### config.mk
export PLATFORM = sky130hd
export DESIGN_NAME = radix_digit_converter_core
export DESIGN_NICKNAME = d
export VERILOG_FILES = /design/src/rtl/rdc_pkg.sv /design/src/rtl/radix_digit_converter_core.sv
export SDC_FILE = /design/constraint.sdc
export NUM_CORES = 1
export LEC_CHECK = 0
export ABC_CLOCK_PERIOD_IN_PS = 4900
export CORE_MARGIN = 1.5
export CORE_UTILIZATION = 65
export DETAILED_ROUTE_END_ITERATION = 8
export DONT_BUFFER_PORTS = 1
export HOLD_SLACK_MARGIN = 0.15
export PLACE_DENSITY_LB_ADDON = 0.12
export SYNTH_ARGS = -nofsm -noshare
export SYNTH_HDL_FRONTEND = slang
export SYNTH_SLANG_ARGS = --single-unit
### constraint.sdc
create_clock -name clk -period 4.9 [get_ports clk]
set_input_delay 0.245 -clock clk [delete_from_list [all_inputs] [get_ports clk]]
set_output_delay 0.245 -clock clk [all_outputs]
set_load 0.05 [all_outputs]
### src/rtl/rdc_pkg.sv
// Package for the radix digit converter: widths, limits and the digit-to-ASCII map.
`default_nettype none

package rdc_pkg;

    // Field and storage sizes
    localparam int VALUE_WIDTH  = 31;
    localparam int STACK_DEPTH  = 32;
    localparam int RADIX_WIDTH  = 5;
    localparam int DIGIT_WIDTH  = 5;
    localparam int CHAR_WIDTH   = 7;
    localparam int STACK_AW     = $clog2(STACK_DEPTH);
    localparam int COUNT_WIDTH  = $clog2(STACK_DEPTH + 1);
    localparam int BIT_CNT_W    = $clog2(VALUE_WIDTH);

    // Radix limits
    localparam logic [RADIX_WIDTH-1:0] RADIX_MIN = RADIX_WIDTH'(2);
    localparam logic [RADIX_WIDTH-1:0] RADIX_MAX = RADIX_WIDTH'(27);

    // ASCII anchors
    localparam logic [CHAR_WIDTH-1:0] CHAR_ZERO   = CHAR_WIDTH'(48);
    localparam logic [CHAR_WIDTH-1:0] CHAR_LETTER = CHAR_WIDTH'(55);  // 'A' minus ten
    localparam logic [DIGIT_WIDTH-1:0] DIGIT_NINE = DIGIT_WIDTH'(9);

    typedef logic [RADIX_WIDTH-1:0] radix_t;
    typedef logic [DIGIT_WIDTH-1:0] digit_t;

    // Clamp a written radix into the supported range
    function automatic radix_t clamp_radix(input radix_t r);
        radix_t res;
        res = r;
        if (r < RADIX_MIN) res = RADIX_MIN;
        if (r > RADIX_MAX) res = RADIX_MAX;
        return res;
    endfunction

    // '0'..'9' for values below ten, 'A' upward otherwise
    function automatic logic [CHAR_WIDTH-1:0] digit_to_char(input digit_t v);
        logic [CHAR_WIDTH-1:0] res;
        if (v <= DIGIT_NINE)
            res = CHAR_ZERO + CHAR_WIDTH'(v);
        else
            res = CHAR_LETTER + CHAR_WIDTH'(v);
        return res;
    endfunction

endpackage

`default_nettype wire

### src/rtl/radix_digit_converter_core.sv
// Radix converter: bit-serial repeated division, digit stack, MSD-first digit output.
//
//   channel   signals                                   handshake
//   -------   ----------------------------------------  -------------------------------
//   command   start, busy, value                        beat when start && !busy
//   result    strobe, digit_value, digit_char, last     beat on each strobe cycle
//   config    cfg_valid, cfg_ready, cfg_data            beat when cfg_valid && cfg_ready
//
// Each division runs one quotient bit per cycle through a shift register. A number
// with d digits goes through d divisions, then a stack read and a beat for each
// digit. The single-bit restoring-divide step sets the pace of each division.
// Reset sets radix to 2 and returns to idle. Results cannot be stalled; busy
// stays high until the beat carrying last has gone out.
`default_nettype none

module radix_digit_converter_core
    import rdc_pkg::*;
(
    input  wire logic                   clk,
    input  wire logic                   rst_n,
    // command
    input  wire logic                   start,
    output logic                        busy,
    input  wire logic [VALUE_WIDTH-1:0] value,
    // config
    input  wire logic                   cfg_valid,
    output logic                        cfg_ready,
    input  wire logic [RADIX_WIDTH-1:0] cfg_data,
    // result
    output logic                        strobe,
    output logic [DIGIT_WIDTH-1:0]      digit_value,
    output logic [CHAR_WIDTH-1:0]       digit_char,
    output logic                        last
);

    typedef enum logic [1:0] {
        ST_IDLE,
        ST_DIV,
        ST_POP,
        ST_EMIT
    } state_t;

    state_t                   state_reg, state_next;
    radix_t                   radix_reg, radix_next;
    logic [VALUE_WIDTH-1:0]   quo_reg, quo_next;
    digit_t                   rem_reg, rem_next;
    logic [BIT_CNT_W-1:0]     bit_cnt_reg, bit_cnt_next;
    logic [COUNT_WIDTH-1:0]   count_reg, count_next;
    logic                     last_reg, last_next;

    // digit stack
    digit_t                   stack_mem [STACK_DEPTH];
    digit_t                   rd_data_reg;
    logic                     push;
    logic [STACK_AW-1:0]      rd_addr;

    // divide step datapath
    logic [DIGIT_WIDTH:0]     rem_shift;
    logic                     rem_ge;
    logic [DIGIT_WIDTH:0]     rem_sub;
    digit_t                   rem_step;
    logic [VALUE_WIDTH-1:0]   quo_step;

    // One restoring-divide step: bring in the quotient MSB, subtract radix if it fits
    always_comb
    begin
        rem_shift = {rem_reg, quo_reg[VALUE_WIDTH-1]};
        rem_ge    = (rem_shift >= {1'b0, radix_reg});
        rem_sub   = rem_shift - {1'b0, radix_reg};
        rem_step  = rem_ge ? rem_sub[DIGIT_WIDTH-1:0] : rem_shift[DIGIT_WIDTH-1:0];
        quo_step  = {quo_reg[VALUE_WIDTH-2:0], rem_ge};
    end

    assign rd_addr = STACK_AW'(count_reg - COUNT_WIDTH'(1));

    // Next-state logic
    always_comb
    begin
        state_next   = state_reg;
        radix_next   = radix_reg;
        quo_next     = quo_reg;
        rem_next     = rem_reg;
        bit_cnt_next = bit_cnt_reg;
        count_next   = count_reg;
        last_next    = last_reg;
        push         = 1'b0;

        if (cfg_valid && cfg_ready)
            radix_next = clamp_radix(cfg_data);

        unique case (state_reg)
            ST_IDLE:
            begin
                if (start)
                begin
                    quo_next     = value;
                    rem_next     = '0;
                    bit_cnt_next = '0;
                    count_next   = '0;
                    state_next   = ST_DIV;
                end
            end
            ST_DIV:
            begin
                quo_next     = quo_step;
                rem_next     = rem_step;
                bit_cnt_next = bit_cnt_reg + BIT_CNT_W'(1);
                if (bit_cnt_reg == BIT_CNT_W'(VALUE_WIDTH - 1))
                begin
                    // division done: remainder is the next digit
                    if (count_reg < COUNT_WIDTH'(STACK_DEPTH))
                    begin
                        push       = 1'b1;
                        count_next = count_reg + COUNT_WIDTH'(1);
                    end
                    rem_next     = '0;
                    bit_cnt_next = '0;
                    if (quo_step == '0)
                        state_next = ST_POP;
                end
            end
            ST_POP:
            begin
                count_next = count_reg - COUNT_WIDTH'(1);
                last_next  = (count_reg == COUNT_WIDTH'(1));
                state_next = ST_EMIT;
            end
            ST_EMIT:
            begin
                state_next = last_reg ? ST_IDLE : ST_POP;
            end
            default:
            begin
                state_next = ST_IDLE;
            end
        endcase
    end

    // State and control registers
    always_ff @(posedge clk or negedge rst_n)
    begin
        if (!rst_n)
        begin
            state_reg   <= ST_IDLE;
            radix_reg   <= RADIX_MIN;
            count_reg   <= '0;
            bit_cnt_reg <= '0;
            last_reg    <= 1'b0;
        end
        else
        begin
            state_reg   <= state_next;
            radix_reg   <= radix_next;
            count_reg   <= count_next;
            bit_cnt_reg <= bit_cnt_next;
            last_reg    <= last_next;
        end
    end

    // Datapath shift registers
    always_ff @(posedge clk or negedge rst_n)
    begin
        if (!rst_n)
        begin
            quo_reg <= '0;
            rem_reg <= '0;
        end
        else
        begin
            quo_reg <= quo_next;
            rem_reg <= rem_next;
        end
    end

    // Stack write on push, registered read on pop
    always_ff @(posedge clk)
    begin
        if (push)
            stack_mem[count_reg[STACK_AW-1:0]] <= rem_step;
        if (state_reg == ST_POP)
            rd_data_reg <= stack_mem[rd_addr];
    end

    // Ports
    assign busy        = (state_reg != ST_IDLE);
    assign cfg_ready   = (state_reg == ST_IDLE);
    assign strobe      = (state_reg == ST_EMIT);
    assign digit_value = rd_data_reg;
    assign digit_char  = digit_to_char(rd_data_reg);
    assign last        = last_reg;

    // Checks
    a_rem_below_radix: assert property (@(posedge clk) disable iff (!rst_n)
        (state_reg == ST_DIV) |-> (rem_reg < radix_reg))
        else $error("partial remainder not below radix");

    a_digit_below_radix: assert property (@(posedge clk) disable iff (!rst_n)
        strobe |-> (digit_value < radix_reg))
        else $error("emitted digit not below radix");

    a_last_ends_run: assert property (@(posedge clk) disable iff (!rst_n)
        (strobe && last) |=> !busy)
        else $error("still busy after last digit");

    a_start_goes_busy: assert property (@(posedge clk) disable iff (!rst_n)
        (start && !busy) |=> (busy && !strobe))
        else $error("accepted command did not start a division");

endmodule

`default_nettype wire
==> flow_metrics.tcl <==
set metrics [dict create \
    status "finished clean" \
    largest_register_ffs 160 \
    die_area_um2 16100 \
    routed_via_density 6.24 \
    synth_area_leaders "edfxtp_1, dfrtp_1, mux4_2" \
    synth_flop_cell "edfxtp_1" \
    wl_met3_um 1140 \
    fin_tns_setup_ps 0 \
    start_kind "register" \
    cp_slowest_cell "mux2i_2" \
    nFillCells 917 \
    slew_viol_final 0 \
    hold_viol 0 \
    yosysWarnings 0 \
    rsz0062_at_grt "false" \
    gp_congestion 0.799 \
    drc 0 \
    period_share 0.686 \
    dp_hpwl_um 12300 \
    slew_headroom 0.127 \
    fin_crit_ps 3360 \
    ys_seq_elements 220 \
    avgSynthCellArea_um2 14.1 \
    worst_pin_slew_ps 1310 \
    synth_fp_nets 766 \
    final_cell_mix "edfxtp_1, nand2_1, dfrtp_1, nor2_1, o21ai_0" \
    cts_tree "yes" \
    first_pass_iters 5 \
    maxCapViolCount 0 \
    routed.top_layer "met4" \
    cts_max_level 1 \
    ir_drop_uv 808 \
    critPathArrivalTime_ps 3690 \
    ioPinCount 56 \
    drive_above_1_share 0.126 \
    wl_per_cell_um 20.7 \
    worst-path-max-fanout 20 \
    grt_overflow 0 \
    initial_utilization 0.661 \
    stdcell_area_um2 11200 \
    place_area_um2 10100 \
    path_common_cell "inv_1" \
    clk_pin_slew_ps 60 \
    multi_input_area_um2 3370 \
    fmax_mhz 297 \
    synthCells 707 \
    yosys.area.top_type_share 0.497 \
    vias 5912 \
    numPortBuffers 0 \
    cts.sinks 220 \
    worstPathCellList "inv_1, ha_1, inv_1, fa_1, a21oi_1, o22ai_1, nor3_2, mux2i_2, buf_4" \
    area_delta_synth_final_pct 12.8 \
    drtIter0Drc 440 \
    seq_area_frac_synth 0.635 \
    ant_nets 0 \
    cts_buffers 22 \
    yosysTopAreaCell "edfxtp_1" \
    core_area_um2 15100 \
    grtUsageTotal 0.253 \
    grt_pass1_wl_um 31300 \
    synthArstFlopShare 0.250 \
    clockBufferDepth 3 \
    critPathRequiredTime_ps 5230 \
    diodes 0 \
    synthDistinctLibCells 61 \
    met2RoutedLength_um 9780 \
    root_buffer "clkbuf_16" \
    p_per_area_nw_per_um2 708 \
    cp_top_family "multiplexers" \
    grt_pass1_vias 6011 \
    seqCellArea_um2 6330 \
    clock_skew_ps 9.66 \
    syn-cell-area_um2 9970 \
    cpPeakStageDelay_ps 830 \
    final_common_cell "edfxtp_1" \
    insertion_delay_ps 510 \
    crit_type "register to register" \
    wl_met1_um 8410 \
    leakage_uw 0.00408 \
    nNetsFinal 803 \
    die_w_um 127 \
    die_h_um 127 \
    grt_max_degree 73 \
    critPathCaptureType "register" \
    hold_path_class "input pin to register" \
    rows 45 \
    path_buf_inv 3 \
    antenna_found_initial 0 \
    synth_edf_count 165 \
    setup_violations 0 \
    routed_wl_um 19600 \
]
## kinds of logic (layout without fill, tap and decap cells)
kind of cell | after synthesis | after routing | share of synthesized area
buffers and inverters | 57 | 110 | 0.0302
adders and majority gates | 19 | 19 | 0.0246
DFF | 220 | 220 | 0.635
and+or+nand+nor | 201 | 201 | 0.0901
AOI/OAI and AO/OA | 115 | 115 | 0.0685
xor gates and xnor gates | 11 | 11 | 0.0104
muxes | 84 | 84 | 0.141
## per-layer routing
metal | track usage | up-vias
met4 | 0.0662 | 0
met2 | 0.420 | 165
li1 | - | 2732
met5 | 0 | -
met3 | 0.0443 | 25
met1 | 0.354 | 2990
## worst paths after layout
path,depth (start not counted),endpoint,start,slack (ps)
hold reg to reg,2,quo_reg[30],quo_reg[30],500
min in group asynchronous,2,quo_reg[25],rst_n,310
max in group asynchronous,2,radix_reg[1],rst_n,4290
setup / recovery,9,stack_mem[3][0],quo_reg[30],1540
hold / removal,2,radix_reg[3],cfg_valid,170
setup reg to reg,9,stack_mem[3][0],quo_reg[30],1540
## where the power goes
part	switching (uW)	internal, uW
Combinational	2090	1010
Clock	687	1020
Sequential	332	2830
Total	3110	4850
## timing repair
action	4_1_cts	5_1_grt
setup buffers	0	0
gates resized for setup	0	0
hold buffers	42	0
hold endpoints to repair	94	0
## synth_stat cells, types with 4 or more instances
cell,number
edfxtp_1,165
nand2_1,106
dfrtp_1,54
nor2_1,52
o21ai_0,43
mux2i_1,37
mux4_2,27
a21oi_1,24
buf_2,20
inv_1,19
ha_1,18
mux4_1,13
o21ai_1,11
nor4_1,10
clkbuf_1,7
a22o_1,6
mux2_2,5
o211ai_1,5
xnor2_1,5
xor2_1,5
a21o_1,4
a31oi_1,4
buf_4,4
buf_6,4
nand2b_1,4
nand3_1,4
o31ai_1,4
## area by class of cell
class,instances,area share
Clock inverter,14,0.0135
Multi-Input combinational cell,430,0.299
Timing Repair Buffer,50,0.0443
Inverter,20,0.00668
Clock buffer,26,0.0522
Sequential cell,220,0.563
Tap cell,188,0.0209
## per-stage QoR
stage	setup slack, ps	utilization	std cells	hold slack, ps	power (uW)
after floorplan	1860	-	707	-50.6	5480
after global routing	1300	0.745	948	194	8400
after detailed placement	1580	0.667	866	-48.3	6240
after global placement	1750	0.667	866	-48.4	6110
after CTS	1510	0.745	948	156	7980
final	1540	0.745	948	167	7970
(Power assumes the default switching activity.)
